File: config.mk
export PLATFORM = sky130hd
export DESIGN_NAME = rme_sqrt_cell
export DESIGN_NICKNAME = d
export VERILOG_FILES = /design/src/assert_macros.svh /design/src/rme_pkg.sv /design/src/rme_sqrt_cell.sv
export SDC_FILE = /design/constraint.sdc
export NUM_CORES = 1
export LEC_CHECK = 0
export BUFFER_PORTS_ARGS = -buffer_cell sky130_fd_sc_hd__buf_2
export CAP_MARGIN = 40
export CORE_AREA = 2 2 110 112
export DETAILED_ROUTE_END_ITERATION = 8
export DIE_AREA = 0 0 112 114
export GPL_ROUTABILITY_DRIVEN = 1
export PLACE_DENSITY = 0.78
export SLEW_MARGIN = 20
export SYNTH_ARGS = -nofsm -noshare
export SYNTH_HDL_FRONTEND = slang
export SYNTH_SLANG_ARGS = --single-unit
export TNS_END_PERCENT = 50
File: constraint.sdc
create_clock -name clk -period 4.2 [get_ports clk]
set_input_delay 0.42 -clock clk [delete_from_list [all_inputs] [get_ports clk]]
set_output_delay 0.42 -clock clk [all_outputs]
set_load 0.02 [all_outputs]
File: src/assert_macros.svh
// Assertion macros shared by the rotation-to-Euler block.
// Depends on nothing; included by the top level only.
`ifndef ASSERT_MACROS_SVH
`define ASSERT_MACROS_SVH
// Implication checked on every rising clock edge outside reset.
`define ASSERT_IMP(label, clk, rst, lhs, rhs) \
  label: assert property (@(posedge clk) disable iff (rst) (lhs) |-> (rhs)) \
    else $error("assertion failed");
// Next-cycle implication checked outside reset.
`define ASSERT_NEXT(label, clk, rst, lhs, rhs) \
  label: assert property (@(posedge clk) disable iff (rst) (lhs) |=> (rhs)) \
    else $error("assertion failed");
`endif

File: src/rme_pkg.sv
// Package for the rotation-to-Euler block: widths, CORDIC angle table, helpers.
// Depends on nothing; used by every module in src.
package rme_pkg;
  localparam int ElementWidth = 18;
  localparam int AngleWidth = 21;
  localparam int CordicStages = 20;
  // Internal datapath width of CORDIC x and y.
  localparam int DataWidth = 38;
  localparam logic [31:0] QuarterTurn = 32'h4000_0000;
  localparam logic [31:0] HalfTurn = 32'h8000_0000;

  typedef logic [31:0] angle_t;

  // Fixed stage angle table, 2^32 units per turn.
  function automatic angle_t atan_entry(input logic [4:0] idx);
    angle_t r;
    unique case (idx)
      5'd0: r = 32'h20000000; 5'd1: r = 32'h12E4051E; 5'd2: r = 32'h09FB385B;
      5'd3: r = 32'h051111D4; 5'd4: r = 32'h028B0D43; 5'd5: r = 32'h0145D7E1;
      5'd6: r = 32'h00A2F61E; 5'd7: r = 32'h00517C55; 5'd8: r = 32'h0028BE53;
      5'd9: r = 32'h00145F2F; 5'd10: r = 32'h000A2F98; 5'd11: r = 32'h000517CC;
      5'd12: r = 32'h00028BE6; 5'd13: r = 32'h000145F3; 5'd14: r = 32'h0000A2F9;
      5'd15: r = 32'h0000517C; 5'd16: r = 32'h000028BE; 5'd17: r = 32'h0000145F;
      5'd18: r = 32'h00000A2F; 5'd19: r = 32'h00000517; 5'd20: r = 32'h0000028B;
      5'd21: r = 32'h00000145; 5'd22: r = 32'h000000A2; 5'd23: r = 32'h00000051;
      5'd24: r = 32'h00000028; 5'd25: r = 32'h00000014; 5'd26: r = 32'h0000000A;
      5'd27: r = 32'h00000005; 5'd28: r = 32'h00000002; 5'd29: r = 32'h00000001;
      default: r = 32'h0;
    endcase
    return r;
  endfunction

  // Per-lane control carried alongside one CORDIC operand pair.
  typedef struct packed {
    logic       den_zero;
    logic [1:0] num_sign; // bit1 negative, bit0 positive
    logic       add_half;
  } lane_ctl_t;
endpackage

File: src/rme_sqrt_cell.sv
// One cell of the restoring square root chain: one result bit per cycle while en is high.
// Depends on rme_pkg.
module rme_sqrt_cell import rme_pkg::*; #(
  parameter int W = 34,
  parameter int BitPos = 0
) (
  input  logic         clk,
  input  logic         en,
  input  logic [W-1:0] rem_in,
  input  logic [W-1:0] res_in,
  output logic [W-1:0] rem_out,
  output logic [W-1:0] res_out
);
  localparam logic [W-1:0] Bit = W'(1) << (2 * BitPos);
  logic [W-1:0] trial;
  logic         take;

  // Compare the remainder against the trial value and update both.
  assign trial = res_in + Bit;
  assign take  = rem_in >= trial;

  always_ff @(posedge clk) begin
    if (en) begin
      rem_out <= take ? rem_in - trial : rem_in;
      res_out <= take ? (res_in >> 1) + Bit : res_in >> 1;
    end
  end
endmodule

# Word level (Yosys, flattened, before mapping)

Cells that the tools add are included.

Mux-type cells: 2
$add $sub $neg: 3
Order comparisons: 1

Operators with widths:

| kind                                                             | count |
|---|---|
| 33-bit by 1-bit adder with 34-bit output (second input constant) | 1 |
| 34-bit by 1-bit adder with 34-bit output (second input constant) | 1 |
| 34-bit >= comparator                                             | 1 |
| 34-bit two-way mux                                               | 1 |
| 34-bit subtractor                                                | 1 |
| 33-bit two-way mux                                               | 1 |

Output and inout port bits: 68
Bits in registers: 68
Input port bits: 70
Word-level logic and storage cells: 9

# Longest topological paths before layout

Depth in word-level cells: 3
Mapped depth: 21
Gate-level depth less buffers: 17

# Worst setup path after synthesis

OpenSTA, ideal clock, no wires.

Path type: input to register
Start point: input port res_in[6]
End point: register res_out[20] (data pin)
Stages: 21
Buffers on the path: 4
Arrival time: 3.763 ns
Library setup time: 0.263 ns
Required time: 3.937 ns
Setup slack: 0.173 ns
Path through: buf_2 and4_1 and3_1 and3_1 nand3_1 nor2_2 and3_1 buf_2 nand3_1 xor2_1 ha_1 buf_2 nand2_1 o211ai_1 a221oi_1 or3_1 a31o_1 nand2_2 buf_4 nand3_1 xnor2_1

Cells in the longest elaborated chain, start to end: 3
Elaborated cells on any way between the ends: 4
Those cells by class: add/sub: 2; order compare: 1; mux: 1

Ends and longest elaborated chain:

| what                                     | line                | source |
|---|---|---|
| from (decl)                              | rme_sqrt_cell.sv:10 | `input logic [W-1:0] res_in,` |
| 34-bit by 1-bit adder with 34-bit output | rme_sqrt_cell.sv:19 | `assign trial = res_in + Bit;` |
| 34-bit >= comparator                     | rme_sqrt_cell.sv:20 | `assign take = rem_in >= trial;` |
| 33-bit two-way mux (*)                   | rme_sqrt_cell.sv:25 | `res_out <= take ? (res_in >> 1) + Bit : res_in >> 1;` |
| to (signal assigned)                     | rme_sqrt_cell.sv:25 |  |
| to (decl)                                | rme_sqrt_cell.sv:12 | `output logic [W-1:0] res_out` |

Mark *: on every way between the ends. The rest lies on a longest branch, timed or not.
A chain may end at the register's enable or synchronous reset.

# Final worst setup path

Start point: input port res_in[7]
End point: register res_out[16] (data pin)

The elaborated chain is that of the path after synthesis.

==> results.py <==
metrics = {
    "status": {
        "status": "completed",
    },
    "global_routing": {
        "antenna_found_initial": 0,
        "grt_pass1_wl_mm": 26.14,
        "grt_start_max_net_pins": 38,
        "overflow": 0,
        "grt_pass1_vias": 5083,
        "grt_use_total": 0.2607,
    },
    "synthesis": {
        "ys_top_cells_by_area": "edfxtp_1 (36%), xnor2_1 (8.7%), ha_1 (8.0%)",
        "synth_area_um2": 5648,
        "synth.avg_cell_area_um2": 8.951,
        "ys_ff_latch": 68,
        "syn_nets": 738,
        "ys_warn_count": 0,
        "synth.distinct_cells": 63,
        "synth_edf_count": 68,
        "yosysTopAreaCellShare": 0.3615,
        "yosys.area_share.xor_xnor": 0.1458,
        "yosysSeqAreaShare": 0.3615,
        "synth-simple-area-share": 0.2054,
        "synthMuxAreaShare": 0.003545,
        "synth_area_leader_cell": "edfxtp_1",
        "synth-compound-area-share": 0.1622,
        "async_flop_share": 0,
        "synth_top_family_by_area": "simple AND/OR/NAND/NOR gates",
        "synth_top_flop_cell": "edfxtp_1",
        "syn_inst": 631,
        "synthAdderAreaFrac": 0.08330,
    },
    "sta": {
        "fmax_ghz": 0.2527,
        "worstMarginPinSlew_ns": 0.7541,
        "rsz0062_at_grt": "no",
        "slew_violations": 0,
        "hold_viol": 0,
        "setup_viol": 0,
        "slew_headroom": 0.4973,
        "min_period_ns": 3.957,
        "finalWorstSetupSlack_ns": 0.2430,
        "finalCritPeriodShare": 0.9421,
    },
    "power_and_ir_drop": {
        "power_density_nw_per_um2": 352.4,
        "share_comb_of_total_power": 0.323,
        "clkPwrFrac": 0.326,
        "p_switching_mw": 0.8032,
        "total_power_mw": 2.463,
        "p_leak_nw": 2.860,
        "vdd_drop_max_mv": 0.2361,
        "p_int_mw": 1.660,
        "swShare": 0.3261,
        "share_seq_of_total_power": 0.351,
    },
    "critical_path": {
        "critical_path_class": "input pin to register",
        "cp-start-kind": "input pin",
        "cp.arrival_ns": 4.05,
        "cp.required_ns": 4.30,
        "critPathMaxFanout": 32,
        "end_kind": "register",
    },
    "placement": {
        "place_congestion": 0.9473,
        "dp_hpwl_mm": 13.06,
        "portBuffers": 137,
        "placed_area_um2": 6676,
        "place_ws_ns": -0.1561,
    },
    "detailed_routing": {
        "vias": 5396,
        "detail-route-antenna-nets": 0,
        "via_per_inst": 5.759,
        "drtIter0Drc": 426,
        "post_drt_wl_per_cell_um": 17.72,
        "route.detailed.drc": 0,
        "routed_wl_mm": 16.60,
        "drt_first_pass_iters": 5,
    },
    "cts": {
        "cts_resized": 0,
        "clkSinkCount": 68,
        "cts.path.max_buffers": 2,
        "cts_root_buf": "clkbuf_16",
        "clkSlewWorstSetupHoldPaths_ns": 0.06,
        "cts_tree": "built",
        "htreeDepth": 3,
        "cts_hold_buf": 0,
        "cts_setup_buffers": 0,
        "numCtsBuffers": 9,
    },
    "final_layout": {
        "area_growth_syn_to_layout_pct": 23.75,
        "stdcell_area_um2": 6989,
        "final_layout_size_suffix_gt1_frac": 0.2570,
        "nNetsFinal": 893,
        "antenna_cells": 0,
    },
    "floorplan": {
        "start_util": 0.4823,
        "fp-row-count": 40,
        "die_y_um": 114,
        "dieArea_um2": 12770,
        "boundaryPins": 138,
        "fp.coreArea_um2": 11710,
        "die_x_um": 112,
    },
    "run": {
        "max_cap_violations": 0,
    },
    "worst_hold_path": {
        "hold_path.class": "input pin to register",
    },
}
-- cell usage after synthesis (7+ instances only) --
master,n
and3_1,8
ha_1,36
nand2_1,57
o21ai_0,25
a21oi_1,53
nor3_1,11
clkbuf_1,8
a21o_1,14
buf_2,12
nor2_1,68
xor2_1,38
inv_1,16
nor2b_1,7
nand3_1,36
xnor2_1,56
edfxtp_1,68
nand4_1,23
-- placed cells by master, fill, tap and decap left out, drive strengths merged, types with 3 or more instances in the layout --
cell type  netlist  final
nor2b            7      7
a211oi           4      4
nand2           59     59
o21ai           31     31
buf             17    174
xor2            38     38
inv             16     16
o21bai           5      5
clkbuf          13      9
xnor2           56     56
clkinv           0      3
nand4           23     23
nand2b           5      5
nor4             3      3
edfxtp          68     68
a21o            14     14
nand3           36     36
o211ai           3      3
and3             8      8
and4             5      5
a21oi           54     54
and2             6      6
a31oi            5      5
nor2            70     70
nor3            12     12
ha              36     36
a211o            3      3
-- metrics by stage --
stage	utilization	cells	TNS, ns	hold slack (ns)
global route	0.5968	937	0	0.3909
detailed placement	0.5701	922	-4.391	0.7274
global placement	0.5701	922	0	0.7233
floorplan	-	631	0	0.5325
finish	0.5968	937	0	0.3751
CTS	0.5962	937	0	0.3765
-- state kept, by name (all words and copies together), names as in the netlist --
signal	count
res_out	34
rem_out	34
-- critical path, stage by stage --
cell and delay, ns:
buf_2 0.10, and4_1 0.27, and3_1 0.22, and3_1 0.21, nand3_1 0.12, nor2_2 0.11, and3_2 0.26, nand3_1 0.11
xor2_1 0.19, ha_1 0.40, nand2_1 0.14, o211ai_1 0.26, a221oi_1 0.13, or3_1 0.32, a31o_1 0.21, nand2_2 0.09
buf_12 0.19, nand4_1 0.15, xnor2_1 0.15
-- area by class of cell --
type,instances,area (µm²)
well taps,147,183.9
multi-input cells,517,3397
fillers,1032,4722
repair buffers,174,1001
clock buffers,9,225.2
inverters,16,60.06
flip-flops and latches,68,2042
clock inverters,6,80.08
-- cell families (layout without fill, tap and decap cells) --
kind of cell	after synthesis	count (layout)
fa+ha+maj	37	37
buf+inv	46	205
simple gates	240	240
xor+xnor	94	94
compound gates	144	144
flops	68	68
mux	2	2
-- power groups by stage --
stage	clock, mW	sequential, mW	combinational, mW
2_1_floorplan	0	0.983	0.400
6_report	0.802	0.865	0.795
3_5_place_dp	0	0.879	0.782
3_3_place_gp	0	0.876	0.773
4_1_cts	0.807	0.866	0.789
5_1_grt	0.833	0.872	0.864
-- layer usage --
| layer | GRT usage | part of all wire | wire, µm | up-vias |
|---|---|---|---|---|
| met2 | 0.4121 | 0.45 | 7536 | 220 |
| met4 | 0.09024 | 0.021 | 342 | 0 |
| met1 | 0.3641 | 0.45 | 7490 | 2528 |
| met5 | 0 | 0 | 0 | - |
| met3 | 0.04570 | 0.074 | 1234 | 24 |
| li1 | - | - | - | 2624 |
-- path summary, 6_finish.rpt --
kind | from | end | slack (ns) | cells after the start
max | res_in[7] | res_out[16] | 0.24 | 19
min | rem_in[7] | rem_out[7] | 0.38 | 3
Power figures use the tool's default switching activity.
